<file path="src/rtl/bbhs_pkg.sv">
// ----------------------------------------------------------------------------
// bbhs_pkg
// Shared types, constants and helpers for the heading servo control unit.
// ----------------------------------------------------------------------------
`default_nettype none

package bbhs_pkg;

    // field widths
    localparam int BUTTONS_W = 15;
    localparam int POS_W     = 12;
    localparam int SERVO_W   = 8;
    localparam int SPEED_W   = 8;
    localparam int ANGLE_W   = 9;
    localparam int ADDR_W    = 3;
    localparam int DATA_W    = 32;

    // register indexes, selected by paddr[2]
    localparam logic REG_HOLD_SPEED = 1'b0;
    localparam logic REG_TURN_SPEED = 1'b1;

    localparam logic [SPEED_W-1:0] HOLD_SPEED_RST = 8'd18;
    localparam logic [SPEED_W-1:0] TURN_SPEED_RST = 8'd30;

    // item kinds
    localparam logic CMD_TELEOP = 1'b0;
    localparam logic CMD_TICK   = 1'b1;

    localparam logic [SERVO_W-1:0] SERVO_NEUTRAL = 8'd90;
    localparam logic [SPEED_W-1:0] MAX_DEV       = 8'd90;
    localparam logic [ANGLE_W-1:0] HALF_TURN     = 9'd180;

    // encoder scaling: angle = ((4096 - pos) * 360) >> 12
    localparam int SPAN_W  = POS_W + 1;
    localparam int SCALE_W = 9;
    localparam int PROD_W  = SPAN_W + SCALE_W;
    localparam logic [SPAN_W-1:0]  POS_SPAN  = 13'd4096;
    localparam logic [SCALE_W-1:0] DEG_SCALE = 9'd360;

    // button bits
    localparam int BTN_KILL_A   = 8;
    localparam int BTN_KILL_B   = 0;
    localparam int BTN_KILL_C   = 1;
    localparam int BTN_TURN_FWD = 13;
    localparam int BTN_TURN_REV = 14;

    typedef enum logic [2:0] {
        HOLD_NONE     = 3'd0,
        HOLD_TGT0_A   = 3'd1,
        HOLD_TGT180_A = 3'd2,
        HOLD_TGT180_B = 3'd3,
        HOLD_TGT0_B   = 3'd4,
        HOLD_TGT90    = 3'd5,
        HOLD_TGT270   = 3'd6
    } hold_mode_t;

    typedef struct packed {
        logic [SPEED_W-1:0] hold_speed;
        logic [SPEED_W-1:0] turn_speed;
    } cfg_t;

    typedef struct packed {
        logic               valid;
        logic [SERVO_W-1:0] servo;
    } result_t;

    function automatic logic [ANGLE_W-1:0] hold_target(input hold_mode_t mode);
        logic [ANGLE_W-1:0] t;
        case (mode)
            HOLD_TGT180_A: t = 9'd180;
            HOLD_TGT180_B: t = 9'd180;
            HOLD_TGT90:    t = 9'd90;
            HOLD_TGT270:   t = 9'd270;
            default:       t = 9'd0;
        endcase
        return t;
    endfunction

    function automatic logic [SPEED_W-1:0] clamp_dev(input logic [SPEED_W-1:0] s);
        return (s > MAX_DEV) ? MAX_DEV : s;
    endfunction

endpackage

`default_nettype wire

</file>
<file path="src/rtl/bbhs_regs.sv">
// ----------------------------------------------------------------------------
// bbhs_regs
// APB register file holding the hold and surface-turn speeds.
// ----------------------------------------------------------------------------
`default_nettype none

module bbhs_regs (
    input  wire logic                          aclk,
    input  wire logic                          aresetn,
    input  wire logic                          psel,
    input  wire logic                          penable,
    input  wire logic                          pwrite,
    input  wire logic [bbhs_pkg::ADDR_W-1:0]   paddr,
    input  wire logic [bbhs_pkg::DATA_W-1:0]   pwdata,
    output logic      [bbhs_pkg::DATA_W-1:0]   prdata,
    output logic                               pready,
    output bbhs_pkg::cfg_t                     cfg
);

    logic [bbhs_pkg::SPEED_W-1:0] hold_speed_reg;
    logic [bbhs_pkg::SPEED_W-1:0] turn_speed_reg;
    logic                         wr_en;

    assign pready = 1'b1;
    assign wr_en  = psel && penable && pwrite;

    always_ff @(posedge aclk) begin
        if (!aresetn) begin
            hold_speed_reg <= bbhs_pkg::HOLD_SPEED_RST;
            turn_speed_reg <= bbhs_pkg::TURN_SPEED_RST;
        end else if (wr_en) begin
            case (paddr[2])
                bbhs_pkg::REG_HOLD_SPEED: hold_speed_reg <= pwdata[bbhs_pkg::SPEED_W-1:0];
                bbhs_pkg::REG_TURN_SPEED: turn_speed_reg <= pwdata[bbhs_pkg::SPEED_W-1:0];
                default: ;
            endcase
        end
    end

    always_comb begin
        case (paddr[2])
            bbhs_pkg::REG_HOLD_SPEED: prdata = {24'd0, hold_speed_reg};
            bbhs_pkg::REG_TURN_SPEED: prdata = {24'd0, turn_speed_reg};
            default:                  prdata = '0;
        endcase
    end

    assign cfg.hold_speed = hold_speed_reg;
    assign cfg.turn_speed = turn_speed_reg;

endmodule

`default_nettype wire

</file>
<file path="src/rtl/bbhs_step.sv">
// ----------------------------------------------------------------------------
// bbhs_step
// Per-beat decision logic: teleop decode and bang-bang heading hold.
// ----------------------------------------------------------------------------
`default_nettype none

module bbhs_step (
    input  wire logic                            command,
    input  wire logic [bbhs_pkg::BUTTONS_W-1:0]  buttons,
    input  wire logic [bbhs_pkg::POS_W-1:0]      encoder_position,
    input  bbhs_pkg::hold_mode_t                 hold_mode,
    input  bbhs_pkg::cfg_t                       cfg,
    output bbhs_pkg::hold_mode_t                 hold_mode_next,
    output bbhs_pkg::result_t                    result
);

    logic [bbhs_pkg::SPEED_W-1:0] hold_dev;
    logic [bbhs_pkg::SPEED_W-1:0] turn_dev;
    logic [bbhs_pkg::SPAN_W-1:0]  span;
    logic [bbhs_pkg::PROD_W-1:0]  prod;
    logic [bbhs_pkg::ANGLE_W-1:0] angle;
    logic [bbhs_pkg::ANGLE_W-1:0] target;
    logic [bbhs_pkg::ANGLE_W-1:0] diff;
    logic                         fwd;
    logic                         kill;
    logic                         hold_active;
    bbhs_pkg::hold_mode_t         sel_mode;

    assign hold_dev = bbhs_pkg::clamp_dev(cfg.hold_speed);
    assign turn_dev = bbhs_pkg::clamp_dev(cfg.turn_speed);

    // encoder count to degrees, 0..360
    assign span  = bbhs_pkg::POS_SPAN - {1'b0, encoder_position};
    assign prod  = span * bbhs_pkg::DEG_SCALE;
    assign angle = prod[bbhs_pkg::PROD_W-2 -: bbhs_pkg::ANGLE_W];

    assign target = bbhs_pkg::hold_target(hold_mode);

    always_comb begin
        if (target > angle) begin
            fwd  = 1'b1;
            diff = target - angle;
        end else begin
            fwd  = 1'b0;
            diff = angle - target;
        end
        // take the short way around
        if (diff > bbhs_pkg::HALF_TURN) begin
            fwd = !fwd;
        end
    end

    assign hold_active = (hold_mode == bbhs_pkg::HOLD_TGT0_A)
                      || (hold_mode == bbhs_pkg::HOLD_TGT180_A)
                      || (hold_mode == bbhs_pkg::HOLD_TGT180_B)
                      || (hold_mode == bbhs_pkg::HOLD_TGT0_B)
                      || (hold_mode == bbhs_pkg::HOLD_TGT90)
                      || (hold_mode == bbhs_pkg::HOLD_TGT270);

    assign kill = buttons[bbhs_pkg::BTN_KILL_A] || buttons[bbhs_pkg::BTN_KILL_B]
               || buttons[bbhs_pkg::BTN_KILL_C];

    // lowest set bit of 2..7 picks the hold mode
    always_comb begin
        if (buttons[2])      sel_mode = bbhs_pkg::HOLD_TGT0_A;
        else if (buttons[3]) sel_mode = bbhs_pkg::HOLD_TGT180_A;
        else if (buttons[4]) sel_mode = bbhs_pkg::HOLD_TGT180_B;
        else if (buttons[5]) sel_mode = bbhs_pkg::HOLD_TGT0_B;
        else if (buttons[6]) sel_mode = bbhs_pkg::HOLD_TGT90;
        else if (buttons[7]) sel_mode = bbhs_pkg::HOLD_TGT270;
        else                 sel_mode = bbhs_pkg::HOLD_NONE;
    end

    always_comb begin
        hold_mode_next = hold_mode;
        result.valid   = 1'b0;
        result.servo   = bbhs_pkg::SERVO_NEUTRAL;
        case (command)
            bbhs_pkg::CMD_TELEOP: begin
                hold_mode_next = bbhs_pkg::HOLD_NONE;
                if (kill) begin
                    result.valid = 1'b1;
                end else if (buttons[bbhs_pkg::BTN_TURN_FWD]) begin
                    result.valid = 1'b1;
                    result.servo = bbhs_pkg::SERVO_NEUTRAL + turn_dev;
                end else if (buttons[bbhs_pkg::BTN_TURN_REV]) begin
                    result.valid = 1'b1;
                    result.servo = bbhs_pkg::SERVO_NEUTRAL - turn_dev;
                end else begin
                    hold_mode_next = sel_mode;
                end
            end
            bbhs_pkg::CMD_TICK: begin
                result.valid = hold_active;
                result.servo = fwd ? (bbhs_pkg::SERVO_NEUTRAL + hold_dev)
                                   : (bbhs_pkg::SERVO_NEUTRAL - hold_dev);
            end
            default: ;
        endcase
    end

endmodule

`default_nettype wire

</file>
<file path="src/rtl/bang_bang_heading_servo_control_unit.sv">
// ----------------------------------------------------------------------------
// bang_bang_heading_servo_control_unit
// Heading hold for a continuous-rotation servo driven by teleop and encoder beats.
// ----------------------------------------------------------------------------
// One input beat is taken per clock while s_ready is high. A beat lands in
// an input register, is decided in one pass of compare and constant-scale
// logic, and its result (if any) then lands in the output register, which
// drives m_valid. The input register keeps accepting while a finished result
// waits on m_ready; only a second pending beat that needs the occupied output
// register holds s_ready low. Teleop beats with no kill or turn button and
// ticks outside a hold mode give no result.
`default_nettype none

module bang_bang_heading_servo_control_unit (
    input  wire logic                            aclk,
    input  wire logic                            aresetn,
    input  wire logic                            s_valid,
    output logic                                 s_ready,
    input  wire logic                            s_command,
    input  wire logic [bbhs_pkg::BUTTONS_W-1:0]  s_buttons,
    input  wire logic [bbhs_pkg::POS_W-1:0]      s_encoder_position,
    output logic                                 m_valid,
    input  wire logic                            m_ready,
    output logic      [bbhs_pkg::SERVO_W-1:0]    m_servo_angle,
    input  wire logic                            psel,
    input  wire logic                            penable,
    input  wire logic                            pwrite,
    input  wire logic [bbhs_pkg::ADDR_W-1:0]     paddr,
    input  wire logic [bbhs_pkg::DATA_W-1:0]     pwdata,
    output logic      [bbhs_pkg::DATA_W-1:0]     prdata,
    output logic                                 pready
);

    logic                             in_valid_reg;
    logic                             command_reg;
    logic [bbhs_pkg::BUTTONS_W-1:0]   buttons_reg;
    logic [bbhs_pkg::POS_W-1:0]       position_reg;
    logic                             out_valid_reg;
    logic [bbhs_pkg::SERVO_W-1:0]     servo_reg;
    bbhs_pkg::hold_mode_t             hold_mode_reg;
    bbhs_pkg::hold_mode_t             hold_mode_next;
    bbhs_pkg::result_t                result;
    bbhs_pkg::cfg_t                   cfg;
    logic                             advance;
    logic                             s_fire;

    bbhs_regs u_regs (
        .aclk    (aclk),
        .aresetn (aresetn),
        .psel    (psel),
        .penable (penable),
        .pwrite  (pwrite),
        .paddr   (paddr),
        .pwdata  (pwdata),
        .prdata  (prdata),
        .pready  (pready),
        .cfg     (cfg)
    );

    bbhs_step u_step (
        .command          (command_reg),
        .buttons          (buttons_reg),
        .encoder_position (position_reg),
        .hold_mode        (hold_mode_reg),
        .cfg              (cfg),
        .hold_mode_next   (hold_mode_next),
        .result           (result)
    );

    // a beat with no result never waits on the output side
    assign advance = in_valid_reg && (!result.valid || !out_valid_reg || m_ready);
    assign s_ready = !in_valid_reg || advance;
    assign s_fire  = s_valid && s_ready;

    always_ff @(posedge aclk) begin
        if (!aresetn) begin
            in_valid_reg  <= 1'b0;
            out_valid_reg <= 1'b0;
            hold_mode_reg <= bbhs_pkg::HOLD_NONE;
        end else begin
            if (s_fire) begin
                in_valid_reg <= 1'b1;
            end else if (advance) begin
                in_valid_reg <= 1'b0;
            end
            if (advance) begin
                hold_mode_reg <= hold_mode_next;
            end
            if (advance && result.valid) begin
                out_valid_reg <= 1'b1;
            end else if (m_ready) begin
                out_valid_reg <= 1'b0;
            end
        end
    end

    always_ff @(posedge aclk) begin
        if (s_fire) begin
            command_reg  <= s_command;
            buttons_reg  <= s_buttons;
            position_reg <= s_encoder_position;
        end
        if (advance && result.valid) begin
            servo_reg <= result.servo;
        end
    end

    assign m_valid       = out_valid_reg;
    assign m_servo_angle = servo_reg;

    a_servo_range: assert property (@(posedge aclk) disable iff (!aresetn)
        m_valid |-> (m_servo_angle <= 8'd180))
        else $error("servo value out of range");

    a_kill_neutral: assert property (@(posedge aclk) disable iff (!aresetn)
        (advance && command_reg == bbhs_pkg::CMD_TELEOP
         && (buttons_reg[bbhs_pkg::BTN_KILL_A] || buttons_reg[bbhs_pkg::BTN_KILL_B]
             || buttons_reg[bbhs_pkg::BTN_KILL_C]))
        |=> (m_valid && m_servo_angle == bbhs_pkg::SERVO_NEUTRAL))
        else $error("kill beat did not give neutral");

    a_teleop_clears: assert property (@(posedge aclk) disable iff (!aresetn)
        (advance && command_reg == bbhs_pkg::CMD_TELEOP && result.valid)
        |=> (hold_mode_reg == bbhs_pkg::HOLD_NONE))
        else $error("teleop command left a hold mode active");

    a_idle_tick: assert property (@(posedge aclk) disable iff (!aresetn)
        (advance && command_reg == bbhs_pkg::CMD_TICK
         && hold_mode_reg == bbhs_pkg::HOLD_NONE && !(m_valid && !m_ready))
        |=> !m_valid)
        else $error("tick without hold mode gave a result");

    a_no_overrun: assert property (@(posedge aclk) disable iff (!aresetn)
        (in_valid_reg && !advance) |-> !s_ready)
        else $error("input register overwritten");

endmodule

`default_nettype wire

</file>
<file path="config.mk">
export PLATFORM = sky130hd
export DESIGN_NAME = bang_bang_heading_servo_control_unit
export DESIGN_NICKNAME = d
export VERILOG_FILES = /design/src/rtl/bbhs_pkg.sv /design/src/rtl/bbhs_regs.sv /design/src/rtl/bbhs_step.sv /design/src/rtl/bang_bang_heading_servo_control_unit.sv
export SDC_FILE = /design/constraint.sdc
export NUM_CORES = 1
export LEC_CHECK = 0
export BUFFER_PORTS_ARGS = -buffer_cell sky130_fd_sc_hd__buf_2
export CORE_ASPECT_RATIO = 0.5
export CORE_MARGIN = 5
export CORE_UTILIZATION = 30
export DETAILED_ROUTE_END_ITERATION = 8
export MAX_ROUTING_LAYER = met4
export SLEW_MARGIN = 15
export SYNTH_ARGS = -nofsm -noshare
export SYNTH_HDL_FRONTEND = slang
export SYNTH_SLANG_ARGS = --single-unit
</file>
<file path="constraint.sdc">
create_clock -name aclk -period 9.8 [get_ports aclk]
set_clock_uncertainty 0.15 [all_clocks]
set_input_delay 0.49 -clock aclk [delete_from_list [all_inputs] [get_ports aclk]]
set_output_delay 0.49 -clock aclk [all_outputs]
set_load 0.03 [all_outputs]
</file>
==> qor.yml <==
setup_path:
  cpPeakStageDelay_ps: 490
  cp_num_buf_inv: 3
  cp_data_arrival_time_ps: 8580
  cpMostUsedCell: "ha_1"
  cp_top_family: "compound AO/OA/AOI/OAI gates"
  cp_slowest_cell: "edfxtp_1"
  crit_path_start_kind: "flip-flop"
  path_class: "reg2reg"
  worstPathMaxFanout: 11
  cp-end-kind: "flip-flop"
  cp.required_ps: 9670
floorplan:
  initial_utilization_pct: 31.0
  core-area_um2: 17600
  die_area_um2: 21100
  fp.dieW_um: 201
  die_y_um: 105
  io_pins: 113
  fp-row-count: 34
placed_design:
  gp_congestion: 0.848
  portBuffers: 57
  dp_cells: 897
  dp_hpwl_um: 9780
synth:
  ys_types: 74
  yosysSeqAreaShare_pct: 25.3
  synth_edf_count: 32
  synth_top_cell_by_area: "edfxtp_1"
  synth_area_um2: 5450
  synthArstFlopShare_pct: 0
  synth_top_area_share_pct: 17.6
  synth-seq-cells: 53
  ys.flop_type: "edfxtp_1"
  yosys_warnings: 0
  syn_inst: 628
  syn_area_per_cell_um2: 8.68
  synthTopCellsByArea: "edfxtp_1 18%, ha_1 14%, dfxtp_1 7.7%"
timing:
  worstMarginPinSlew_ps: 788
  hold_violations: 0
  whs_ps: 212
  slew_headroom_pct: 47.5
  fmax_ghz: 0.115
  drv_slew: 0
  setup-violations-final: 0
  rsz0062_at_grt: "false"
  setup_tns_ps: 0
  fin_crit_sh_pct: 88.9
  min_period_ps: 8710
finish:
  syn2layout_area_growth_pct: 10.3
  num_antenna_cells: 0
  drive_above_1_share_pct: 14.9
  layout.cells.non_filler: 905
  fin_nets: 812
  largest_reg_flops: 12
route:
  viasPerCell: 4.80
  first_pass_iters: 5
  totalWireLength_um: 12000
  drc: 0
  via_count: 4342
  avgRoutedWirePerCell_um: 13.3
  first_iter_violations: 203
  ant_nets: 0
pwr:
  power.density_nw_per_um2: 242
  peakVddDrop_uv: 112
  leakagePower_nw: 2.71
clocking:
  cts_tree: "built"
  cts_buffers: 5
  clk_pin_slew_ps: 80
  cts-htree-levels: 2
  cts.sinks: 53
  cts_setup_buffers: 0
  root_buffer: "clkbuf_16"
  cts_resized: 0
  clk_path_buf_depth: 2
  clock_latency_ps: 300
  cts-hold-fix-buffers: 0
global_routing:
  grt_pass1_wl_um: 20100
  antenna_found_initial: 0
  grt_max_degree: 25
  grt_overflow: 0
  grt_pass1_vias: 4236
  grt_usage_pct: 11.3
job:
  maxCapViolCount: 0
worst_hold_path:
  hp-class: "in2reg"
status:
  status: "finished clean"
[where the power goes]
| part | switching [mW] | total, mW | internal, mW |
|---|---|---|---|
| Combinational | 0.562 | 0.982 | 0.420 |
| Sequential | 0.0105 | 0.264 | 0.253 |
| Clock | 0.0863 | 0.209 | 0.123 |
| Total | 0.659 | 1.45 | 0.796 |
[stage by stage]
stage | setup WS, ps | instance area (um^2) | utilization (%) | total power [mW]
CTS | 1020 | 6010 | 34.1 | 1.47
global route | 393 | 6010 | 34.1 | 1.59
finish | 1090 | 6010 | 34.1 | 1.45
detailed placement | 1050 | 5830 | 33.1 | 1.25
global placement | 1150 | 5830 | 33.1 | 1.24
floorplan | 2160 | 5540 | - | 1.10
[cells in the final DEF (no fill, tap or decap), drive strengths merged, types with 13 or more instances in the layout]
master,count
dfxtp,21
buf,58
xnor2,27
xor2,18
a21oi,38
o21ai,27
a21boi,13
nand3,14
conb,25
edfxtp,32
ha,61
nor2,37
mux2,13
nand2,74
inv,62
[cell usage after synthesis (14+ instances only)]
library cell / n
a21oi_1: 38
buf_4: 25
dfxtp_1: 21
edfxtp_1: 32
ha_1: 61
inv_1: 61
nand2_1: 74
nand3_1: 14
nor2_1: 36
o21ai_0: 24
xnor2_1: 27
xor2_1: 18
[worst paths after layout]
check | startpoint | end | slack [ps] | cells after the start
setup / recovery | position_reg[0] | m_servo_angle[4] | 1090 | 35
hold / removal | s_buttons[3] | buttons_reg[3] | 210 | 1
setup reg to reg | position_reg[0] | m_servo_angle[4] | 1090 | 35
hold reg to reg | u_regs.hold_speed_reg[6] | u_regs.hold_speed_reg[6] | 350 | 2
[worst reg2reg max path, delay by kind of cell, from the launching register on]
family	cells	cell delay, ps
compound gates	15	3200
fa+ha+maj	6	2100
simple gates	6	910
mux	2	680
xor+xnor	3	520
flops	1	490
buf+inv	3	390
[routing by layer]
metal	vias to the layer above	GRT usage, %	routed length [um]
li1	2211	-	-
met1	2024	14.4	5740
met2	91	19.4	5740
met3	16	1.29	362
met4	0	2.85	180
met5	-	-	0
[layout make-up]
class | instances | area (um^2)
fill | 1861 | 11600
multi-input combinational | 491 | 3640
sequential | 53 | 1380
timing repair buffer | 58 | 293
tap | 234 | 293
inverter | 61 | 229
clock buffer | 5 | 125
clock inverter | 3 | 50.0
[cell families after synthesis]
kind of cell / share of synthesized area [%]
AND/OR/NAND/NOR: 17.1
AO/OA/AOI/OAI: 18.2
buffers and inverters: 9.50
adder cells (fa/ha/maj): 18.4
flip-flops: 25.3
XOR/XNOR: 7.23
multiplexers: 4.11
other: 0.138
(Power assumes the default switching activity.)
